### config.mk
export PLATFORM = sky130hd
export DESIGN_NAME = button_debounce_long_press_events_top
export DESIGN_NICKNAME = d
export VERILOG_FILES = /design/src/rtl/bdlp_pkg.sv /design/src/rtl/button_debounce_long_press_events_top.sv /design/src/rtl/bdlp_state_mem.sv /design/src/rtl/bdlp_button_update.sv
export SDC_FILE = /design/constraint.sdc
export NUM_CORES = 1
export LEC_CHECK = 0
export ABC_AREA = 0
export BUFFER_PORTS_ARGS = -buffer_cell sky130_fd_sc_hd__buf_2
export CAP_MARGIN = 5
export CELL_PAD_IN_SITES_DETAIL_PLACEMENT = 1
export CELL_PAD_IN_SITES_GLOBAL_PLACEMENT = 1
export CORE_ASPECT_RATIO = 0.5
export CORE_MARGIN = 4
export CORE_UTILIZATION = 40
export DETAILED_ROUTE_END_ITERATION = 8
export GPL_TIMING_DRIVEN = 0
export PLACE_DENSITY_LB_ADDON = 0.1
export SYNTH_ARGS = -nofsm -noshare
export SYNTH_HDL_FRONTEND = slang
export SYNTH_HIERARCHICAL = 1
export SYNTH_SLANG_ARGS = --single-unit
export TNS_END_PERCENT = 50
### constraint.sdc
create_clock -name clk_i -period 4.6 [get_ports clk_i]
set_clock_uncertainty 0.1 [all_clocks]
set_input_delay 0.23 -clock clk_i [delete_from_list [all_inputs] [get_ports clk_i]]
set_output_delay 0.23 -clock clk_i [all_outputs]
set_load 0.1 [all_outputs]
### src/rtl/bdlp_pkg.sv
// ----------------------------------------------------------------------------
// bdlp_pkg
// Types and constants shared by the button debounce and long-press block.
// ----------------------------------------------------------------------------
package bdlp_pkg;

  localparam int unsigned PinW   = 32;
  localparam int unsigned CountW = 6;
  localparam int unsigned TickW  = 8;
  localparam int unsigned CodeW  = 7;
  localparam int unsigned IdxW   = 5;

  // input item kinds
  localparam logic ActTick   = 1'b0;
  localparam logic ActSample = 1'b1;

  // configuration register indexes
  typedef enum logic [1:0] {
    CFG_BUTTON_COUNT    = 2'd0,
    CFG_DEBOUNCE_TICKS  = 2'd1,
    CFG_LONG_TICKS      = 2'd2,
    CFG_UNUSED          = 2'd3
  } cfg_idx_e;

  typedef enum logic [1:0] {
    ST_IDLE,
    ST_SCAN,
    ST_FLUSH
  } seq_state_e;

  typedef struct packed {
    logic            action;
    logic [PinW-1:0] pin_levels;
  } in_item_t;

  typedef struct packed {
    logic [CodeW-1:0] event_code;
    logic             last_event;
  } out_item_t;

  // one button's stored state
  typedef struct packed {
    logic             pressed;
    logic [TickW-1:0] debounce;
    logic [TickW-1:0] hold;
  } entry_t;

endpackage

### src/rtl/button_debounce_long_press_events_top.sv
// ----------------------------------------------------------------------------
// button_debounce_long_press_events_top
// Debouncer with press, release and long-press events for a button bank.
// ----------------------------------------------------------------------------
// Input channel (in_valid_i / in_stall_o) takes one item: a pin level sample
// (action 1) or a time tick (action 0). Output channel (out_valid_o /
// out_stall_i) gives one item per event, last_event marking the final event
// of a tick; a sample gives none. Configuration registers are to be written
// on the cfg channel (always ready) while the block is idle; the block itself
// does not enforce this. Each item sweeps the per-button state memory once
// through its registered read, one button per cycle unless a receiver stall
// pauses the sweep as told below. in_stall_o stays high for the sweep.
// Events are held one deep so the last one can be flagged; if the receiver
// stalls while an event waits in the output register, the sweep or the
// final flush pauses.
// Reset clears the registers to button_count 32, debounce_ticks 2,
// long_press_ticks 50; per-button state reads as released and idle through
// per-entry valid bits, so no clearing pass is needed.
// ----------------------------------------------------------------------------
module button_debounce_long_press_events_top
  import bdlp_pkg::*;
#(
  parameter int unsigned MAX_BUTTONS = 32
) (
  input  logic             clk_i,
  input  logic             rst_ni,
  input  logic             in_valid_i,
  output logic             in_stall_o,
  input  in_item_t         in_item_i,
  output logic             out_valid_o,
  input  logic             out_stall_i,
  output out_item_t        out_item_o,
  input  logic             cfg_valid_i,
  output logic             cfg_ready_o,
  input  cfg_idx_e         cfg_index_i,
  input  logic [TickW-1:0] cfg_data_i
);

  localparam int unsigned AW = (MAX_BUTTONS > 1) ? $clog2(MAX_BUTTONS) : 1;
  localparam logic [CountW-1:0] MaxCount = CountW'(MAX_BUTTONS);

  // configuration
  logic [CountW-1:0] button_count_q;
  logic [TickW-1:0]  debounce_ticks_q, long_ticks_q;

  assign cfg_ready_o = 1'b1;

  always_ff @(posedge clk_i or negedge rst_ni) begin
    if (!rst_ni) begin
      button_count_q   <= CountW'(32);
      debounce_ticks_q <= TickW'(2);
      long_ticks_q     <= TickW'(50);
    end else if (cfg_valid_i) begin
      unique case (cfg_index_i)
        CFG_BUTTON_COUNT:   button_count_q   <= cfg_data_i[CountW-1:0];
        CFG_DEBOUNCE_TICKS: debounce_ticks_q <= cfg_data_i;
        CFG_LONG_TICKS:     long_ticks_q     <= cfg_data_i;
        default: ;
      endcase
    end
  end

  // sequencer state
  seq_state_e        state_q, state_d;
  logic              action_q;
  logic [PinW-1:0]   pins_q;
  logic [CountW-1:0] lim_q, lim_d;
  logic [CountW-1:0] idx_q, idx_d;
  logic              p_v_q, p_v_d;
  logic [CountW-1:0] p_idx_q, p_idx_d;
  logic              pend_v_q, pend_v_d;
  logic [CodeW-1:0]  pend_code_q, pend_code_d;
  logic              out_v_q, out_v_d;
  out_item_t         out_q, out_d;
  logic              in_accept;

  // memory and update wiring
  logic              re, we;
  entry_t            rdata, wdata;
  logic              emit;
  logic [CodeW-1:0]  code;
  logic [TickW-1:0]  reload;

  assign reload    = (debounce_ticks_q == '0) ? TickW'(1) : debounce_ticks_q;
  assign lim_d     = (button_count_q > MaxCount) ? MaxCount : button_count_q;
  assign in_accept = in_valid_i && !in_stall_o;

  bdlp_state_mem #(
    .DEPTH (MAX_BUTTONS),
    .AW    (AW)
  ) u_mem (
    .clk_i   (clk_i),
    .rst_ni  (rst_ni),
    .re_i    (re),
    .raddr_i (idx_q[AW-1:0]),
    .rdata_o (rdata),
    .we_i    (we),
    .waddr_i (p_idx_q[AW-1:0]),
    .wdata_i (wdata)
  );

  bdlp_button_update u_upd (
    .cur_i        (rdata),
    .action_i     (action_q),
    .pin_i        (pins_q[p_idx_q[AW-1:0]]),
    .idx_i        (p_idx_q[IdxW-1:0]),
    .reload_i     (reload),
    .long_ticks_i (long_ticks_q),
    .nxt_o        (wdata),
    .emit_o       (emit),
    .code_o       (code)
  );

  always_comb begin
    logic out_free, emit_v, adv;
    out_free    = !out_v_q || !out_stall_i;
    emit_v      = p_v_q && emit;
    adv         = !(emit_v && pend_v_q && !out_free);
    state_d     = state_q;
    idx_d       = idx_q;
    p_v_d       = p_v_q;
    p_idx_d     = p_idx_q;
    pend_v_d    = pend_v_q;
    pend_code_d = pend_code_q;
    out_v_d     = out_v_q && out_stall_i;
    out_d       = out_q;
    re          = 1'b0;
    we          = 1'b0;
    in_stall_o  = (state_q != ST_IDLE);

    unique case (state_q)
      ST_IDLE: begin
        if (in_accept) begin
          idx_d   = '0;
          p_v_d   = 1'b0;
          state_d = ST_SCAN;
        end
      end
      ST_SCAN: begin
        if (!p_v_q && idx_q >= lim_q) begin
          state_d = ST_FLUSH;
        end else if (adv) begin
          if (p_v_q) begin
            we = 1'b1;
            if (emit_v) begin
              // older event goes out, newest one waits for the next
              if (pend_v_q) begin
                out_v_d          = 1'b1;
                out_d.event_code = pend_code_q;
                out_d.last_event = 1'b0;
              end
              pend_v_d    = 1'b1;
              pend_code_d = code;
            end
          end
          if (idx_q < lim_q) begin
            re      = 1'b1;
            p_v_d   = 1'b1;
            p_idx_d = idx_q;
            idx_d   = idx_q + CountW'(1);
          end else begin
            p_v_d = 1'b0;
          end
        end
      end
      ST_FLUSH: begin
        if (!pend_v_q) begin
          state_d = ST_IDLE;
        end else if (out_free) begin
          out_v_d          = 1'b1;
          out_d.event_code = pend_code_q;
          out_d.last_event = 1'b1;
          pend_v_d         = 1'b0;
          state_d          = ST_IDLE;
        end
      end
      default: state_d = ST_IDLE;
    endcase
  end

  always_ff @(posedge clk_i or negedge rst_ni) begin
    if (!rst_ni) begin
      state_q  <= ST_IDLE;
      idx_q    <= '0;
      p_v_q    <= 1'b0;
      p_idx_q  <= '0;
      pend_v_q <= 1'b0;
      out_v_q  <= 1'b0;
    end else begin
      state_q  <= state_d;
      idx_q    <= idx_d;
      p_v_q    <= p_v_d;
      p_idx_q  <= p_idx_d;
      pend_v_q <= pend_v_d;
      out_v_q  <= out_v_d;
    end
  end

  always_ff @(posedge clk_i) begin
    pend_code_q <= pend_code_d;
    out_q       <= out_d;
    if (in_accept) begin
      action_q <= in_item_i.action;
      pins_q   <= in_item_i.pin_levels;
      lim_q    <= lim_d;
    end
  end

  assign out_valid_o = out_v_q;
  assign out_item_o  = out_q;

endmodule

### src/rtl/bdlp_state_mem.sv
// ----------------------------------------------------------------------------
// bdlp_state_mem
// Per-button state memory, one write and one registered read per cycle.
// Entries never written since reset read as zero.
// ----------------------------------------------------------------------------
module bdlp_state_mem
  import bdlp_pkg::*;
#(
  parameter int unsigned DEPTH = 32,
  parameter int unsigned AW    = 5
) (
  input  logic          clk_i,
  input  logic          rst_ni,
  input  logic          re_i,
  input  logic [AW-1:0] raddr_i,
  output entry_t        rdata_o,
  input  logic          we_i,
  input  logic [AW-1:0] waddr_i,
  input  entry_t        wdata_i
);

  entry_t           mem_q [DEPTH];
  logic [DEPTH-1:0] vld_q;
  entry_t           rdata_q;

  always_ff @(posedge clk_i) begin
    if (we_i) begin
      mem_q[waddr_i] <= wdata_i;
    end
  end

  always_ff @(posedge clk_i or negedge rst_ni) begin
    if (!rst_ni) begin
      vld_q <= '0;
    end else if (we_i) begin
      vld_q[waddr_i] <= 1'b1;
    end
  end

  // read data holds while no read is issued
  always_ff @(posedge clk_i) begin
    if (re_i) begin
      rdata_q <= vld_q[raddr_i] ? mem_q[raddr_i] : '0;
    end
  end

  assign rdata_o = rdata_q;

endmodule

### src/rtl/bdlp_button_update.sv
// ----------------------------------------------------------------------------
// bdlp_button_update
// Next state and event of one button for a sample or a tick.
// ----------------------------------------------------------------------------
module bdlp_button_update
  import bdlp_pkg::*;
(
  input  entry_t           cur_i,
  input  logic             action_i,
  input  logic             pin_i,
  input  logic [IdxW-1:0]  idx_i,
  input  logic [TickW-1:0] reload_i,
  input  logic [TickW-1:0] long_ticks_i,
  output entry_t           nxt_o,
  output logic             emit_o,
  output logic [CodeW-1:0] code_o
);

  logic now_pressed;

  assign now_pressed = ~pin_i;

  always_comb begin
    nxt_o  = cur_i;
    emit_o = 1'b0;
    code_o = {2'b00, idx_i};
    if (action_i == ActSample) begin
      if (now_pressed != cur_i.pressed) begin
        nxt_o.pressed  = now_pressed;
        nxt_o.debounce = reload_i;
      end
    end else begin
      if (cur_i.debounce != '0) begin
        nxt_o.debounce = cur_i.debounce - TickW'(1);
        if (nxt_o.debounce == '0) begin
          emit_o = 1'b1;
          if (cur_i.pressed) begin
            nxt_o.hold = long_ticks_i;
            code_o     = {2'b00, idx_i};
          end else begin
            // long flag when the hold timer had already run out
            code_o     = {1'b1, (cur_i.hold == '0) && (long_ticks_i != '0), idx_i};
            nxt_o.hold = '0;
          end
        end
      end
      if (!emit_o && cur_i.hold != '0) begin
        nxt_o.hold = cur_i.hold - TickW'(1);
        if (nxt_o.hold == '0) begin
          emit_o = 1'b1;
          code_o = {2'b01, idx_i};
        end
      end
    end
  end

endmodule

==> results.md <==
* Status: completed
* Mean Syn Cell Area at 18.1 sq um
* Via count at 15600
* Synth Instances at 1548
* Largest net degree at the start of global routing at 41
* Worst Setup SP: u_mem/rdata_o[8]
* WL met2 at 37400 um
* Asr flop ratio synth at 10.2%
* Leakage at 11.0 nW
* Initial antenna violation count at 5
* Synth-to-layout area growth at 18.8%
* Slew Limit Fails at 0
* Final instance area at 0.0332 sq mm
* CP Buf/Inv Count at 3
* Clk buf depth at 3
* Min cycle time layout at 4.41 ns
* Reg-to-reg slack, setup at 0.19 ns
* Yosys warns at 6
* TritonCTS Buffers at 66
* Max-Cap Viols at 0
* Htree depth at 3
* DRC viols at 0
* Initial DRC Count at 1356
* Post-DP Area at 0.0306 sq mm
* Placed wire-length estimate at 55400 um
* CP Capture Type: flip-flop
* CORE AREA at 0.0691 sq mm
* Share of cells above drive strength 1 at 25.0%
* CP max stage cell: or3b_2
* CTS tree: yes
* Fmax at 227 MHz
* Number of vias per cell at 5.64
* Hold Slack at 0.0359 ns
* Vias in the first global route at 16500
* Worst-Margin Slew at 1.06 ns
* Final Hold Fails at 0
* Global-route wire length before repair at 114000 um
* Clock sinks at 685
* Delay-heaviest family, CP: simple AND/OR/NAND/NOR gates
* Cell area after synthesis at 0.0280 sq mm
* Worst path max stage delay at 0.71 ns
* Critical Path AT at 4.61 ns
* Max rail drop VDD at 0.000391 V
* Worst-Skew Late Latency at 0.60 ns
* RSZ-0062 raised after global routing: no
* Synth Register Bits at 685
* # rows at 68
* WP data required at 4.80 ns
* Buffers on Ports at 57
* Wire length on met3 at 5180 um
* Metal-1 WL at 33400 um
* Nets at 1840
* Cell Chain, Critical Path: buf_2, inv_1, ha_1, nor3b_1, nor3b_2, a2111oi_4, nand2_4, a21oi_2, a21oi_4, or3b_2, nor2_2, buf_16
* # IOs at 59
* Final GP Congestion at 0.865
* Class of the worst hold path: primary input to async pin
* Clk slew on worst S/H paths at 0.07 ns
* Drt first pass iters at 5
* Worst Path Max Fanout at 14
* EDFF count, synth at 615
* Pwr Density at 627 mW/mm^2
* Syn Nets at 1613
* Die X at 382 um
* Worst setup SP type: flip-flop
* Total track usage at 21.2%
* Drt wl/cell at 28.3 um
* Seq/Total Area, Yosys at 72.3%
* Netlist cell types at 82
* CTS Root Cell: clkbuf_16
* Antenna-violating nets left at 0
* Top routing layer in use: met5
* Gr ovfl total at 0
* Main synth FF type: edfxtp_1
* WL final at 78400 um
* Starting Density at 40.5%
* Setup CP Type: flip-flop to flip-flop
* Die ar. at 0.0745 sq mm
* Final Setup Violations at 0
* Die H at 195 um
* Max-slew headroom at 29.4%
* R2r startpoint: u_mem/rdata_o[8]
* Final Cycle Share at 95.8%
## synthesized netlist by cell type (3+ instances only)
cell type	instances	area [sq um]
xnor2_1	5	43.8
o21ai_1	5	25.0
buf_4	23	173
nand3b_1	9	67.6
a21oi_1	19	95.1
nor3b_1	7	52.6
a221o_1	8	80.1
inv_1	17	63.8
o21ai_0	19	95.1
dfstp_2	5	131
a311oi_1	4	35.0
o211a_1	17	170
nor2_1	59	221
buf_2	12	60.1
a22oi_1	18	135
edfxtp_1	615	18500
nor3_1	12	60.1
nor2b_1	8	50.1
nand2b_1	5	31.3
a221oi_1	68	596
buf_6	10	113
nor4_1	3	18.8
o21a_1	20	150
nand4_1	3	18.8
o32a_1	17	170
clkbuf_1	50	188
nand2_1	26	97.6
o211ai_1	5	37.5
and3_1	8	50.1
nand3_1	33	165
or3_1	3	18.8
or3b_2	3	26.3
mux2_2	31	349
mux4_2	82	1850
mux2_1	3	33.8
dfrtp_1	65	1630
ha_1	17	213
mux2i_1	146	1460
or2_2	33	206
## repair_timing
item                       4_1_cts  5_1_grt
hold endpoints to repair       123        0
hold buffers                    46        0
pin swaps                        2        0
setup endpoints to repair      572      101
setup buffers                    5        0
gates resized for setup         11        1
## per-layer routing
layer	vias up	track usage [%]
li1	6768	-
met1	8299	27.8
met2	453	34.2
met3	123	5.97
met4	2	6.68
met5	-	0
## area by class of cell
class | instances | area (sq um)
Clock buffer | 90 | 1830
Buffer | 96 | 537
Sequential cell | 685 | 20200
Timing Repair Buffer | 160 | 1790
Antenna cell | 6 | 15.0
Fill cell | 6497 | 35900
Multi-Input combinational cell | 747 | 7410
Tap cell | 945 | 1180
Inverter | 19 | 71.3
Clock inverter | 28 | 180
## flip-flops by register name, indices dropped and copies added, names as in the netlist, 7 cells and up
register / count
debounce_ticks_q: 8
long_ticks_q: 8
out_item_o: 8
pend_code_q: 7
pins_q: 32
u_mem/mem_q: 544
u_mem/rdata_o: 17
u_mem/vld_q: 32
## layout by cell type (no fill, tap or decap), types with 31 or more instances in the layout
master,n
edfxtp_1,615
mux2i_1,145
mux4_2,82
clkbuf_16,69
buf_2,68
clkbuf_1,68
a221oi_1,68
dfrtp_1,65
dlygate4sd3_1,46
or2_2,33
nand3_1,32
mux2_2,31
## worst register-to-register path, delay by kind of cell, from the launching register on
kind | cells | cell delay [ns]
and+or+nand+nor | 5 | 2.22
AOI/OAI and AO/OA | 3 | 0.67
buffers and inverters | 3 | 0.55
DFF | 1 | 0.40
adders and majority gates | 1 | 0.20
## final timing paths
path,end,cells past startpoint
max in group asynchronous,button_count_q[5],3
min in group clk_i,button_count_q[2],3
worst min-delay path,u_mem/vld_q[20],2
worst max-delay path,u_mem/mem_q[12][0],12
worst min register to register,out_item_o[6],0
worst max register to register,u_mem/mem_q[12][0],12
## logic make-up after synthesis
group	after synthesis	synth area share [%]
other	1	0.0134
muxes	264	13.4
buffers and inverters	116	2.19
and+or+nand+nor	230	4.53
AOI/OAI and AO/OA	227	6.56
xor gates and xnor gates	8	0.277
DFF	685	72.3
adders and majority gates	17	0.760
## power by group
part / internal, W / switching [W] / total [W] / leakage (nW)
clock network: 0.00290 / 0.00229 / 0.00519 / 0.979
registers: 0.00848 / 0.000352 / 0.00883 / 6.43
logic: 0.00250 / 0.00432 / 0.00682 / 3.62
## through the flow
step	cells	worst slack (ns)	power, W	utilization (%)	TNS, ns
CTS	2770	0.0848	0.0210	48.1	0
global route	2770	0.0611	0.0218	48.1	0
detailed placement	2602	-0.588	0.0158	44.3	-177.02
floorplan	1548	0.699	0.0126	-	0
global placement	2550	-1.60	0.0148	42.6	-890.21
finish	2776	0.191	0.0208	48.1	0
Power figures use the tool's default switching activity.
